### config.mk
export PLATFORM = sky130hd
export DESIGN_NAME = lexical_unit_stream_parser_top
export DESIGN_NICKNAME = d
export VERILOG_FILES = /design/src/rtl/lusp_pkg.sv /design/src/rtl/lusp_front.sv /design/src/rtl/lusp_fifo.sv /design/src/rtl/lusp_back.sv /design/src/rtl/lexical_unit_stream_parser_top.sv
export SDC_FILE = /design/constraint.sdc
export NUM_CORES = 2
export LEC_CHECK = 0
export BUFFER_PORTS_ARGS = -buffer_cell sky130_fd_sc_hd__buf_2
export CORE_MARGIN = 1.5
export CORE_UTILIZATION = 50
export CTS_BUF_LIST = sky130_fd_sc_hd__clkbuf_4 sky130_fd_sc_hd__clkbuf_8
export CTS_CLUSTER_DIAMETER = 120
export DETAILED_ROUTE_END_ITERATION = 8
export GPL_TIMING_DRIVEN = 0
export HOLD_SLACK_MARGIN = 0.02
export PLACE_DENSITY = 0.65
export SLEW_MARGIN = 20
export SYNTH_ARGS = -nofsm -noshare
export SYNTH_HDL_FRONTEND = slang
export SYNTH_SLANG_ARGS = --single-unit
### constraint.sdc
create_clock -name i_clk -period 5.1 [get_ports i_clk]
set_clock_uncertainty 0.15 [all_clocks]
set_input_delay 1.02 -clock i_clk [delete_from_list [all_inputs] [get_ports i_clk]]
set_output_delay 1.02 -clock i_clk [all_outputs]
set_load 0.1 [all_outputs]
### src/rtl/lusp_pkg.sv
// Package: shared types and constants for the lexical unit stream parser.
`timescale 1ns / 1ps
package lusp_pkg;

    localparam int MaxForm = 64;
    localparam int FormAw  = $clog2(MaxForm);
    localparam int FormLw  = $clog2(MaxForm + 1);

    typedef enum logic [3:0] {
        MK_NONE   = 4'd0,
        MK_OPEN   = 4'd1,
        MK_CLOSE  = 4'd2,
        MK_CARET  = 4'd3,
        MK_SLASH  = 4'd4,
        MK_LT     = 4'd5,
        MK_GT     = 4'd6,
        MK_STAR   = 4'd7,
        MK_HASH   = 4'd8,
        MK_PLUS   = 4'd9,
        MK_DOLLAR = 4'd10
    } t_marker;

    typedef enum logic [3:0] {
        CL_DROP    = 4'd0,
        CL_ESCAPE  = 4'd1,
        CL_BRACKET = 4'd2,
        CL_CARET   = 4'd3,
        CL_SLASH   = 4'd4,
        CL_LT      = 4'd5,
        CL_GT      = 4'd6,
        CL_STAR    = 4'd7,
        CL_HASH    = 4'd8,
        CL_PLUS    = 4'd9,
        CL_DOLLAR  = 4'd10,
        CL_NEWLINE = 4'd11,
        CL_SURFACE = 4'd12,
        CL_LEMMA   = 4'd13,
        CL_TAG     = 4'd14,
        CL_UNKNOWN = 4'd15
    } t_class;

    typedef enum logic [2:0] {
        ER_NONE     = 3'd0,
        ER_MISPLACE = 3'd1,
        ER_AFTER_GT = 3'd2,
        ER_BAD_END  = 3'd3,
        ER_MISMATCH = 3'd4,
        ER_OVERFLOW = 3'd5
    } t_error;

    // Character codes of the reserved markers
    localparam logic [20:0] CP_CARET  = 21'h5E;
    localparam logic [20:0] CP_DOLLAR = 21'h24;
    localparam logic [20:0] CP_LBRACK = 21'h5B;
    localparam logic [20:0] CP_RBRACK = 21'h5D;
    localparam logic [20:0] CP_SLASH  = 21'h2F;
    localparam logic [20:0] CP_LT     = 21'h3C;
    localparam logic [20:0] CP_GT     = 21'h3E;
    localparam logic [20:0] CP_STAR   = 21'h2A;
    localparam logic [20:0] CP_HASH   = 21'h23;
    localparam logic [20:0] CP_PLUS   = 21'h2B;
    localparam logic [20:0] CP_BSLASH = 21'h5C;
    localparam logic [20:0] CP_NL     = 21'h0A;

    // Item kind decided by the front end (K_END_ESC: end mark with escape pending)
    typedef enum logic [3:0] {
        K_END, K_ORD, K_ESC, K_OPEN, K_CLOSE, K_CARET, K_SLASH, K_STAR,
        K_LT, K_GT, K_HASH, K_PLUS, K_DOLLAR, K_NL, K_END_ESC
    } t_kind;

    // One classified item in the queue
    typedef struct packed {
        t_kind       kind;
        logic [20:0] cp;
    } t_item;

endpackage

### src/rtl/lusp_front.sv
// Front end: accepts items, tracks the escape bit and classifies them.
`timescale 1ns / 1ps
module lusp_front
    import lusp_pkg::*;
(
    input  logic        i_clk,
    input  logic        i_rst_n,
    input  logic        i_valid,
    output logic        o_ready,
    input  logic [20:0] i_code_point,
    input  logic        i_end_of_input,
    output logic        o_valid,
    input  logic        i_ready,
    output t_item       o_item
);

    logic  r_esc, n_esc;
    logic  r_vld;
    t_item r_item, n_item;

    assign o_ready = !r_vld || i_ready;
    assign o_valid = r_vld;
    assign o_item  = r_item;

    // Classify by character unless an escape is pending
    always_comb begin
        n_item.cp = i_code_point;
        n_esc     = 1'b0;
        if (i_end_of_input) begin
            n_item.kind = r_esc ? K_END_ESC : K_END;
        end else if (r_esc) begin
            n_item.kind = K_ORD;
        end else begin
            case (i_code_point)
                CP_BSLASH: begin
                    n_item.kind = K_ESC;
                    n_esc = 1'b1;
                end
                CP_LBRACK: n_item.kind = K_OPEN;
                CP_RBRACK: n_item.kind = K_CLOSE;
                CP_CARET:  n_item.kind = K_CARET;
                CP_SLASH:  n_item.kind = K_SLASH;
                CP_STAR:   n_item.kind = K_STAR;
                CP_LT:     n_item.kind = K_LT;
                CP_GT:     n_item.kind = K_GT;
                CP_HASH:   n_item.kind = K_HASH;
                CP_PLUS:   n_item.kind = K_PLUS;
                CP_DOLLAR: n_item.kind = K_DOLLAR;
                CP_NL:     n_item.kind = K_NL;
                default:   n_item.kind = K_ORD;
            endcase
        end
    end

    always_ff @(posedge i_clk) begin
        if (!i_rst_n) begin
            r_esc <= 1'b0;
            r_vld <= 1'b0;
        end else begin
            if (i_valid && o_ready) begin
                r_esc <= n_esc;
                r_vld <= 1'b1;
            end else if (i_ready) begin
                r_vld <= 1'b0;
            end
        end
    end

    always_ff @(posedge i_clk) begin
        if (i_valid && o_ready) begin
            r_item <= n_item;
        end
    end

endmodule

### src/rtl/lusp_fifo.sv
// Two-entry queue between front and back end.
`timescale 1ns / 1ps
module lusp_fifo
    import lusp_pkg::*;
(
    input  logic  i_clk,
    input  logic  i_rst_n,
    input  logic  i_valid,
    output logic  o_ready,
    input  t_item i_item,
    output logic  o_valid,
    input  logic  i_ready,
    output t_item o_item
);

    t_item       r_mem [2];
    logic        r_wp, r_rp;
    logic [1:0]  r_cnt;
    logic        w_push, w_pop;

    assign o_ready = r_cnt != 2'd2;
    assign o_valid = r_cnt != 2'd0;
    assign o_item  = r_mem[r_rp];
    assign w_push  = i_valid && o_ready;
    assign w_pop   = o_valid && i_ready;

    always_ff @(posedge i_clk) begin
        if (!i_rst_n) begin
            r_wp  <= 1'b0;
            r_rp  <= 1'b0;
            r_cnt <= 2'd0;
        end else begin
            if (w_push) r_wp <= !r_wp;
            if (w_pop)  r_rp <= !r_rp;
            r_cnt <= r_cnt + {1'b0, w_push} - {1'b0, w_pop};
        end
    end

    always_ff @(posedge i_clk) begin
        if (w_push) begin
            r_mem[r_wp] <= i_item;
        end
    end

endmodule

### src/rtl/lusp_back.sv
// Back end: marker state machine, surface store, counters and result register.
`timescale 1ns / 1ps
module lusp_back
    import lusp_pkg::*;
(
    input  logic        i_clk,
    input  logic        i_rst_n,
    input  logic        i_valid,
    output logic        o_ready,
    input  t_item       i_item,
    output logic        o_valid,
    input  logic        i_ready,
    output logic [3:0]  o_char_class,
    output logic [2:0]  o_error_code,
    output logic [15:0] o_line_number,
    output logic [15:0] o_column
);

    t_marker           r_mk, n_mk;
    logic              r_imm, n_imm;
    logic              r_open, n_open;
    t_error            r_err, n_err;
    logic [FormLw-1:0] r_slen, n_slen;
    logic [FormLw-1:0] r_cidx, n_cidx;
    logic              r_mis, n_mis;
    logic [15:0]       r_line, n_line;
    logic [15:0]       r_col, n_col;
    logic [20:0]       r_store [MaxForm];
    logic [20:0]       r_rd;
    logic              r_vld;
    t_class            r_cls, n_cls;
    logic              w_fire, w_wr;
    logic              w_gap;

    assign o_ready = !r_vld || i_ready;
    assign w_fire  = i_valid && o_ready;
    assign w_gap   = r_mk == MK_NONE || r_mk == MK_CLOSE || r_mk == MK_DOLLAR;

    always_comb begin
        n_mk = r_mk; n_imm = r_imm; n_open = r_open; n_err = r_err;
        n_slen = r_slen; n_cidx = r_cidx; n_mis = r_mis;
        n_line = r_line; n_col = r_col; n_cls = CL_DROP; w_wr = 1'b0;
        if (i_item.kind != K_END && i_item.kind != K_END_ESC && r_col != 16'hFFFF)
            n_col = r_col + 16'd1;
        case (i_item.kind)
            K_END: begin
                if (!w_gap && r_err == ER_NONE) n_err = ER_BAD_END;
            end
            K_END_ESC: begin
                if (r_err == ER_NONE) n_err = ER_BAD_END;
            end
            K_ESC: n_cls = CL_ESCAPE;
            K_ORD: begin
                n_imm = 1'b0;
                case (r_mk)
                    MK_CARET: begin
                        n_cls = CL_SURFACE;
                        if (r_slen < FormLw'(MaxForm)) begin
                            w_wr = 1'b1;
                            n_slen = r_slen + FormLw'(1);
                        end else if (r_err == ER_NONE) begin
                            n_err = ER_OVERFLOW;
                        end
                    end
                    MK_SLASH, MK_HASH, MK_PLUS: n_cls = CL_LEMMA;
                    MK_STAR: begin
                        n_cls = CL_UNKNOWN;
                        if (!(r_cidx < r_slen && r_rd == i_item.cp)) n_mis = 1'b1;
                        if (r_cidx < FormLw'(MaxForm)) n_cidx = r_cidx + FormLw'(1);
                    end
                    MK_LT: n_cls = CL_TAG;
                    MK_GT: if (r_err == ER_NONE) n_err = ER_AFTER_GT;
                    default: n_cls = CL_DROP;
                endcase
            end
            K_OPEN: begin
                if (!w_gap && r_err == ER_NONE) n_err = ER_MISPLACE;
                n_mk = MK_OPEN; n_imm = 1'b1; n_cls = CL_BRACKET;
            end
            K_CLOSE: begin
                if (r_mk != MK_OPEN && r_err == ER_NONE) n_err = ER_MISPLACE;
                n_mk = MK_CLOSE; n_imm = 1'b1; n_cls = CL_BRACKET;
            end
            K_CARET: if (r_mk != MK_OPEN) begin
                if (!w_gap && r_err == ER_NONE) n_err = ER_MISPLACE;
                n_mk = MK_CARET; n_imm = 1'b1; n_cls = CL_CARET;
                n_slen = '0; n_cidx = '0; n_mis = 1'b0; n_open = 1'b0;
            end
            K_SLASH: if (r_mk != MK_OPEN) begin
                if (!((r_mk == MK_CARET && !r_imm) || (r_mk == MK_GT && r_imm) ||
                      (r_mk == MK_HASH && !r_imm)) && r_err == ER_NONE)
                    n_err = ER_MISPLACE;
                n_open = 1'b1; n_mk = MK_SLASH; n_imm = 1'b1; n_cls = CL_SLASH;
            end
            K_STAR: if (!w_gap && r_mk != MK_OPEN) begin
                if (!(r_mk == MK_SLASH && r_imm) && r_err == ER_NONE) n_err = ER_MISPLACE;
                n_cidx = '0; n_mis = 1'b0;
                n_mk = MK_STAR; n_imm = 1'b1; n_cls = CL_STAR;
            end
            K_LT: if (r_mk != MK_OPEN) begin
                if (!((r_mk == MK_SLASH && !r_imm) || (r_mk == MK_GT && r_imm) ||
                      (r_mk == MK_PLUS && !r_imm)) && r_err == ER_NONE)
                    n_err = ER_MISPLACE;
                n_mk = MK_LT; n_imm = 1'b1; n_cls = CL_LT;
            end
            K_GT: if (r_mk != MK_OPEN) begin
                if (!(r_mk == MK_LT && !r_imm) && r_err == ER_NONE) n_err = ER_MISPLACE;
                n_mk = MK_GT; n_imm = 1'b1; n_cls = CL_GT;
            end
            K_HASH: if (!w_gap && r_mk != MK_OPEN) begin
                if (!(r_mk == MK_GT && r_imm) && r_err == ER_NONE) n_err = ER_MISPLACE;
                n_mk = MK_HASH; n_imm = 1'b1; n_cls = CL_HASH;
            end
            K_PLUS: if (!w_gap && r_mk != MK_OPEN) begin
                if (((r_mk == MK_GT && !r_imm) || (r_mk == MK_HASH && r_imm) || !r_open)
                    && r_err == ER_NONE) n_err = ER_MISPLACE;
                n_mk = MK_PLUS; n_imm = 1'b1; n_cls = CL_PLUS;
            end
            K_DOLLAR: if (r_mk != MK_OPEN) begin
                if (r_err == ER_NONE) begin
                    if (r_mk == MK_STAR) begin
                        if (r_imm) n_err = ER_MISPLACE;
                        else if (r_mis || r_cidx != r_slen) n_err = ER_MISMATCH;
                    end else if (!((r_mk == MK_GT && r_imm) || (r_mk == MK_HASH && !r_imm))) begin
                        n_err = ER_MISPLACE;
                    end
                end
                n_mk = MK_DOLLAR; n_imm = 1'b1; n_cls = CL_DOLLAR;
            end
            K_NL: begin
                if (r_mk != MK_OPEN && r_err == ER_NONE) n_err = ER_MISPLACE;
                if (r_line != 16'hFFFF) n_line = r_line + 16'd1;
                n_col = '0; n_cls = CL_NEWLINE;
            end
            default: n_cls = CL_DROP;
        endcase
    end

    always_ff @(posedge i_clk) begin
        if (!i_rst_n) begin
            r_mk <= MK_NONE; r_imm <= 1'b0; r_open <= 1'b0; r_err <= ER_NONE;
            r_slen <= '0; r_cidx <= '0; r_mis <= 1'b0;
            r_line <= 16'd1; r_col <= '0; r_vld <= 1'b0; r_cls <= CL_DROP;
        end else begin
            if (w_fire) begin
                r_mk <= n_mk; r_imm <= n_imm; r_open <= n_open; r_err <= n_err;
                r_slen <= n_slen; r_cidx <= n_cidx; r_mis <= n_mis;
                r_line <= n_line; r_col <= n_col; r_cls <= n_cls;
                r_vld <= 1'b1;
            end else if (i_ready) begin
                r_vld <= 1'b0;
            end
        end
    end

    // Surface store; the compare entry is fetched one transfer ahead
    always_ff @(posedge i_clk) begin
        if (w_fire && w_wr) begin
            r_store[r_slen[FormAw-1:0]] <= i_item.cp;
        end
        if (w_fire) begin
            r_rd <= r_store[n_cidx[FormAw-1:0]];
        end
    end

    assign o_valid       = r_vld;
    assign o_char_class  = r_cls;
    assign o_error_code  = r_err;
    assign o_line_number = r_line;
    assign o_column      = r_col;

endmodule

### src/rtl/lexical_unit_stream_parser_top.sv
// Top level of the lexical unit stream parser.
`timescale 1ns / 1ps
// Lexical unit stream parser.
// Input channel: i_valid/o_ready carry one code point (i_code_point) or an
// end-of-input mark (i_end_of_input) per transfer.
// Output channel: o_valid/i_ready carry one result per input item: class,
// sticky error code, line number and column after that item.
// Path: front register (classify, escape), two-entry queue, back end
// (marker state, surface store, counters) with its output register.
// Throughput: one item per cycle while the receiver holds i_ready; the surface
// store takes one write and one read a cycle, and the marker state updates once per item.
// Reset (synchronous, active low) clears the marker state, counters (line
// starts at 1) and error; the surface store holds no reset value.
// When the receiver stalls, results back up into the queue and the front
// register, then o_ready drops; nothing is lost or repeated.
module lexical_unit_stream_parser_top
    import lusp_pkg::*;
(
    input  logic        i_clk,
    input  logic        i_rst_n,
    input  logic        i_valid,
    output logic        o_ready,
    input  logic [20:0] i_code_point,
    input  logic        i_end_of_input,
    output logic        o_valid,
    input  logic        i_ready,
    output logic [3:0]  o_char_class,
    output logic [2:0]  o_error_code,
    output logic [15:0] o_line_number,
    output logic [15:0] o_column
);

    logic  w_fv, w_fr, w_qv, w_qr;
    t_item w_fi, w_qi;

    lusp_front u_front (
        .i_clk, .i_rst_n, .i_valid, .o_ready, .i_code_point, .i_end_of_input,
        .o_valid(w_fv), .i_ready(w_fr), .o_item(w_fi)
    );

    lusp_fifo u_fifo (
        .i_clk, .i_rst_n, .i_valid(w_fv), .o_ready(w_fr), .i_item(w_fi),
        .o_valid(w_qv), .i_ready(w_qr), .o_item(w_qi)
    );

    lusp_back u_back (
        .i_clk, .i_rst_n, .i_valid(w_qv), .o_ready(w_qr), .i_item(w_qi),
        .o_valid, .i_ready, .o_char_class, .o_error_code, .o_line_number, .o_column
    );

    // Errors are sticky once set, until reset
    a_err_sticky: assert property (@(posedge i_clk) disable iff (!i_rst_n)
        $past(i_rst_n) && $past(o_error_code) != ER_NONE |-> o_error_code == $past(o_error_code))
        else $error("error code changed after latching");

    // Line number is never zero out of reset
    a_line_min: assert property (@(posedge i_clk) disable iff (!i_rst_n)
        o_line_number != 16'd0)
        else $error("line number zero");

    // Newline result resets the column
    a_nl_col: assert property (@(posedge i_clk) disable iff (!i_rst_n)
        o_valid && o_char_class == CL_NEWLINE |-> o_column == 16'd0)
        else $error("column not cleared on newline");

endmodule
==> key figures <==
Outcome
  – Run status: finished, violations left
  – Failing checks: design-rule violations

Power
  – Pleak: 22.30 nW
  – Combinational fraction of design power: 15.9%
  – IR drop worst, VDD: 0.2802 mV
  – Clock power frac: 33.6%
  – Switch Pwr: 0.008327 W
  – Internal power: 0.02097 W
  – Switch share: 28.43%
  – PwrDens: 423.3 nW/um^2
  – Register share of total power: 50.5%

Critical path
  – R2R Path End: u_back.r_rd[5]
  – Worst-path maximum fanout: 10
  – CP Capture Point: u_back.r_rd[5]
  – R2R setup slack: 0.08 ns
  – CP required: 5.61 ns
  – R2r worst-path depth: 12
  – CP Class: reg -> reg
  – Beginning of the critical path: u_back.r_mk[1]
  – Reg2reg start: u_back.r_mk[1]
  – Crit path DAT: 5.53 ns
  – Setup crit end kind: flip-flop
  – Startpoint types: flip-flop

Timing
  – Period Utilization, post-route: 98.53%
  – Endpoints failing setup: 0
  – Worst Max-Slew Pin Slew: 1.258 ns
  – FMAX: 0.1990 GHz
  – Final Hold Fails: 0
  – Setup WS post-layout: 0.07515 ns
  – Final Critical Period: 5.025 ns
  – RSZ-0062 raised after global routing: no
  – Max Transition Viols Final: 0
  – Min Hold Slack: 0.1146 ns
  – Slew HR: 15.92%

Clock network
  – # H-tree levels: 4
  – CTS tree: done
  – Clock sinks: 1508
  – Clock Pin Slew Worst Setup and Hold Paths: 0.07 ns
  – Hold buffers post-CTS: 0
  – Clock Latency Late Sink: 0.94 ns
  – Clk buf depth: 3
  – Cts bufs inserted: 235
  – Clock root cell: clkbuf_8

Logic synthesis
  – Most frequent cell after synthesis: edfxtp_1
  – Ys Warns: 0
  – Synth top area share: 70.92%
  – Top post-synthesis cells by area: edfxtp_1 (71%), nand2_1 (4.6%), dfxtp_1 (2.2%)
  – Avg Cell Area, Syn: 13.83 sq um
  – Synth async-reset ratio: 0%
  – Syn Inst Count: 4409
  – Synth Flop Type: edfxtp_1
  – Seq/Total Area, Yosys: 73.16%
  – Distinct cells, synth: 84
  – Largest area contributor in the netlist: edfxtp_1
  – Synth Cell Area: 60970 sq um
  – #FFs+latches synth: 1508
  – Number of synthesized flops with an enable pin: 1440
  – Syn_nets: 4448
  – Commonest cells in the netlist: edfxtp_1 (1440), nand2_1 (749), nor2_1 (288)

Final layout
  – Layout cells sized above 1: 15.20%
  – Fillers: 9760
  – Cell Count, Final, Fillers Out: 6568
  – Final nets: 4802
  – Area Growth Syn to Fin: 13.49%

Drt
  – Routed WL: 172.5 mm
  – Remaining antenna violation count: 0
  – Initial DRT Pass Iterations: 9
  – Via density: 6.066
  – Total number of vias: 39840
  – Initial drt markers: 4839
  – WL/cell: 26.27 microns
  – Residual DRC: 1

Flow run
  – Max-Cap Viols: 0

Floorplan
  – Starting density of the core: 50.62%
  – Core area: 120400 sq um
  – Die Footprint: 124000 sq um
  – Cell Rows: 127
  – DIE HEIGHT: 352.2 microns
  – Die width: 352.2 microns
  – Ports: 67

Placed design
  – Cell count after placement: 6138
  – Port Buf Inserts: 66
  – GPL Wtd Cong: 0.9270
  – Post-DP HPWL: 116.2 mm
  – Pre-CTS setup slack: -0.2141 ns

GRT
  – Total GRT Usage: 27.44%
  – First-pass GRT wire length: 251.0 mm
  – Largest net degree at the start of global routing: 67
  – Vias in the first global route: 38410
  – Busiest layer in global routing: met2
  – Met1 Track Usage GR: 37.53%
  – Initial antenna violation count: 7
  – Total congestion overflow: 0
  – M2 GR Usage: 42.85%
  – Met3 usage: 5.853%

Min path
  – Worst hold path class: in -> reg
[power by group through the flow]
stage	Combinational (W)	Sequential (W)	Clock (W)
after global routing	0.00492	0.0148	0.0105
final	0.00466	0.0148	0.00984
after floorplan	0.00242	0.0152	0
after CTS	0.00459	0.0148	0.00996
after global placement	0.00426	0.0151	0
after detailed placement	0.00457	0.0150	0
[sequential cells by signal (all words and copies together) (netlist names), 7 cells and up, named ones only]
register and flops:
u_front.o_item 25, u_back.r_store 1344, u_back.r_rd 21, u_back.r_cidx 7
u_back.o_line_number 16, u_back.r_slen 7, u_back.o_column 16, u_fifo.r_mem 50
[per-stage QoR]
| step | cell area (sq um) | util [%] | power (W) | TNS (ns) |
|---|---|---|---|---|
| 3_3_place_gp | 63320 | 52.57 | 0.01937 | -2481.06 |
| 5_1_grt | 69190 | 57.44 | 0.03022 | 0 |
| 3_5_place_dp | 64590 | 53.62 | 0.01962 | -19.43 |
| 2_1_floorplan | 60970 | - | 0.01760 | 0 |
| 4_1_cts | 69150 | 57.41 | 0.02934 | 0 |
| 6_report | 69190 | 57.45 | 0.02929 | 0 |
[cell type report]
type / instances / area (sq um) / share of cell area [%]
diodes: 3 / 7.507 / 0.01085
plain buffers: 272 / 1187 / 1.716
clock buffers: 332 / 4019 / 5.808
clock inverters: 95 / 509.2 / 0.7360
inverters: 25 / 93.84 / 0.1356
multi-input cells: 2603 / 15620 / 22.57
flip-flops and latches: 1508 / 44600 / 64.46
well taps: 1612 / 2017 / 2.915
repair buffers: 118 / 1137 / 1.644
[worst max-delay path: stages, from the launching register on]
cell and delay [ns]:
dfxtp_1 0.35, buf_2 0.20, nor4b_4 0.55, o21ai_1 0.29
a211oi_2 0.37, nor3_4 0.14, buf_2 0.32, nor2_1 0.60
buf_2 0.45, clkbuf_1 0.36, a31oi_1 0.19, a31oi_1 0.59
nand4_1 0.16
[how the worst min path moves through the flow]
stage                        from                   to  slack, ns  cells after the start
3_3_place_gp   u_front.o_item[11]  u_fifo.r_mem[1][11]       0.27                      0
4_1_cts          i_code_point[16]   u_front.o_item[16]       0.04                      1
2_1_floorplan   u_front.o_item[0]   u_fifo.r_mem[0][0]       0.27                      0
6_report         i_code_point[16]   u_front.o_item[16]       0.11                      1
3_5_place_dp   u_front.o_item[14]  u_fifo.r_mem[0][14]       0.28                      0
5_1_grt          i_code_point[13]   u_front.o_item[13]       0.06                      1
[kinds of logic (layout without fill, tap and decap cells)]
logic type / Yosys count / in the layout / synth area share [%]
AOI/OAI and AO/OA: 636 / 636 / 7.466
xor gates and xnor gates: 54 / 54 / 0.7757
adders and majority gates: 13 / 13 / 0.2668
buffers and inverters: 298 / 842 / 2.089
DFF: 1508 / 1508 / 73.16
muxes: 180 / 180 / 3.093
other: 0 / 3 / 0
and+or+nand+nor: 1720 / 1720 / 13.15
[metal layers]
layer / routed length, microns / vias up
li1: - / 17710
met1: 70430 / 19890
met2: 80430 / 1873
met3: 14890 / 367
met4: 6743 / 4
met5: 26 / -
[cell usage in the layout, fill, tap and decap left out, types with 70 or more instances in the layout]
master,Yosys,final
a211oi_1,72,71
a21oi_1,112,112
a31oi_1,73,70
a32oi_1,106,106
buf_2,67,132
clkbuf_1,158,151
clkbuf_4,0,89
clkbuf_8,0,244
edfxtp_1,1440,1440
mux2i_1,113,112
nand2_1,749,747
nand3_1,225,222
nand4_1,138,138
nor2_1,288,219
nor3_1,129,128
[repair_timing]
action | in CTS | in global routing
cloned | 0 | 0
gates resized for setup | 9 | 11
buffers inserted | 0 | 1
setup endpoints to repair | 14 | 17
pin swaps | 1 | 3
Power figures use the tool's default switching activity.
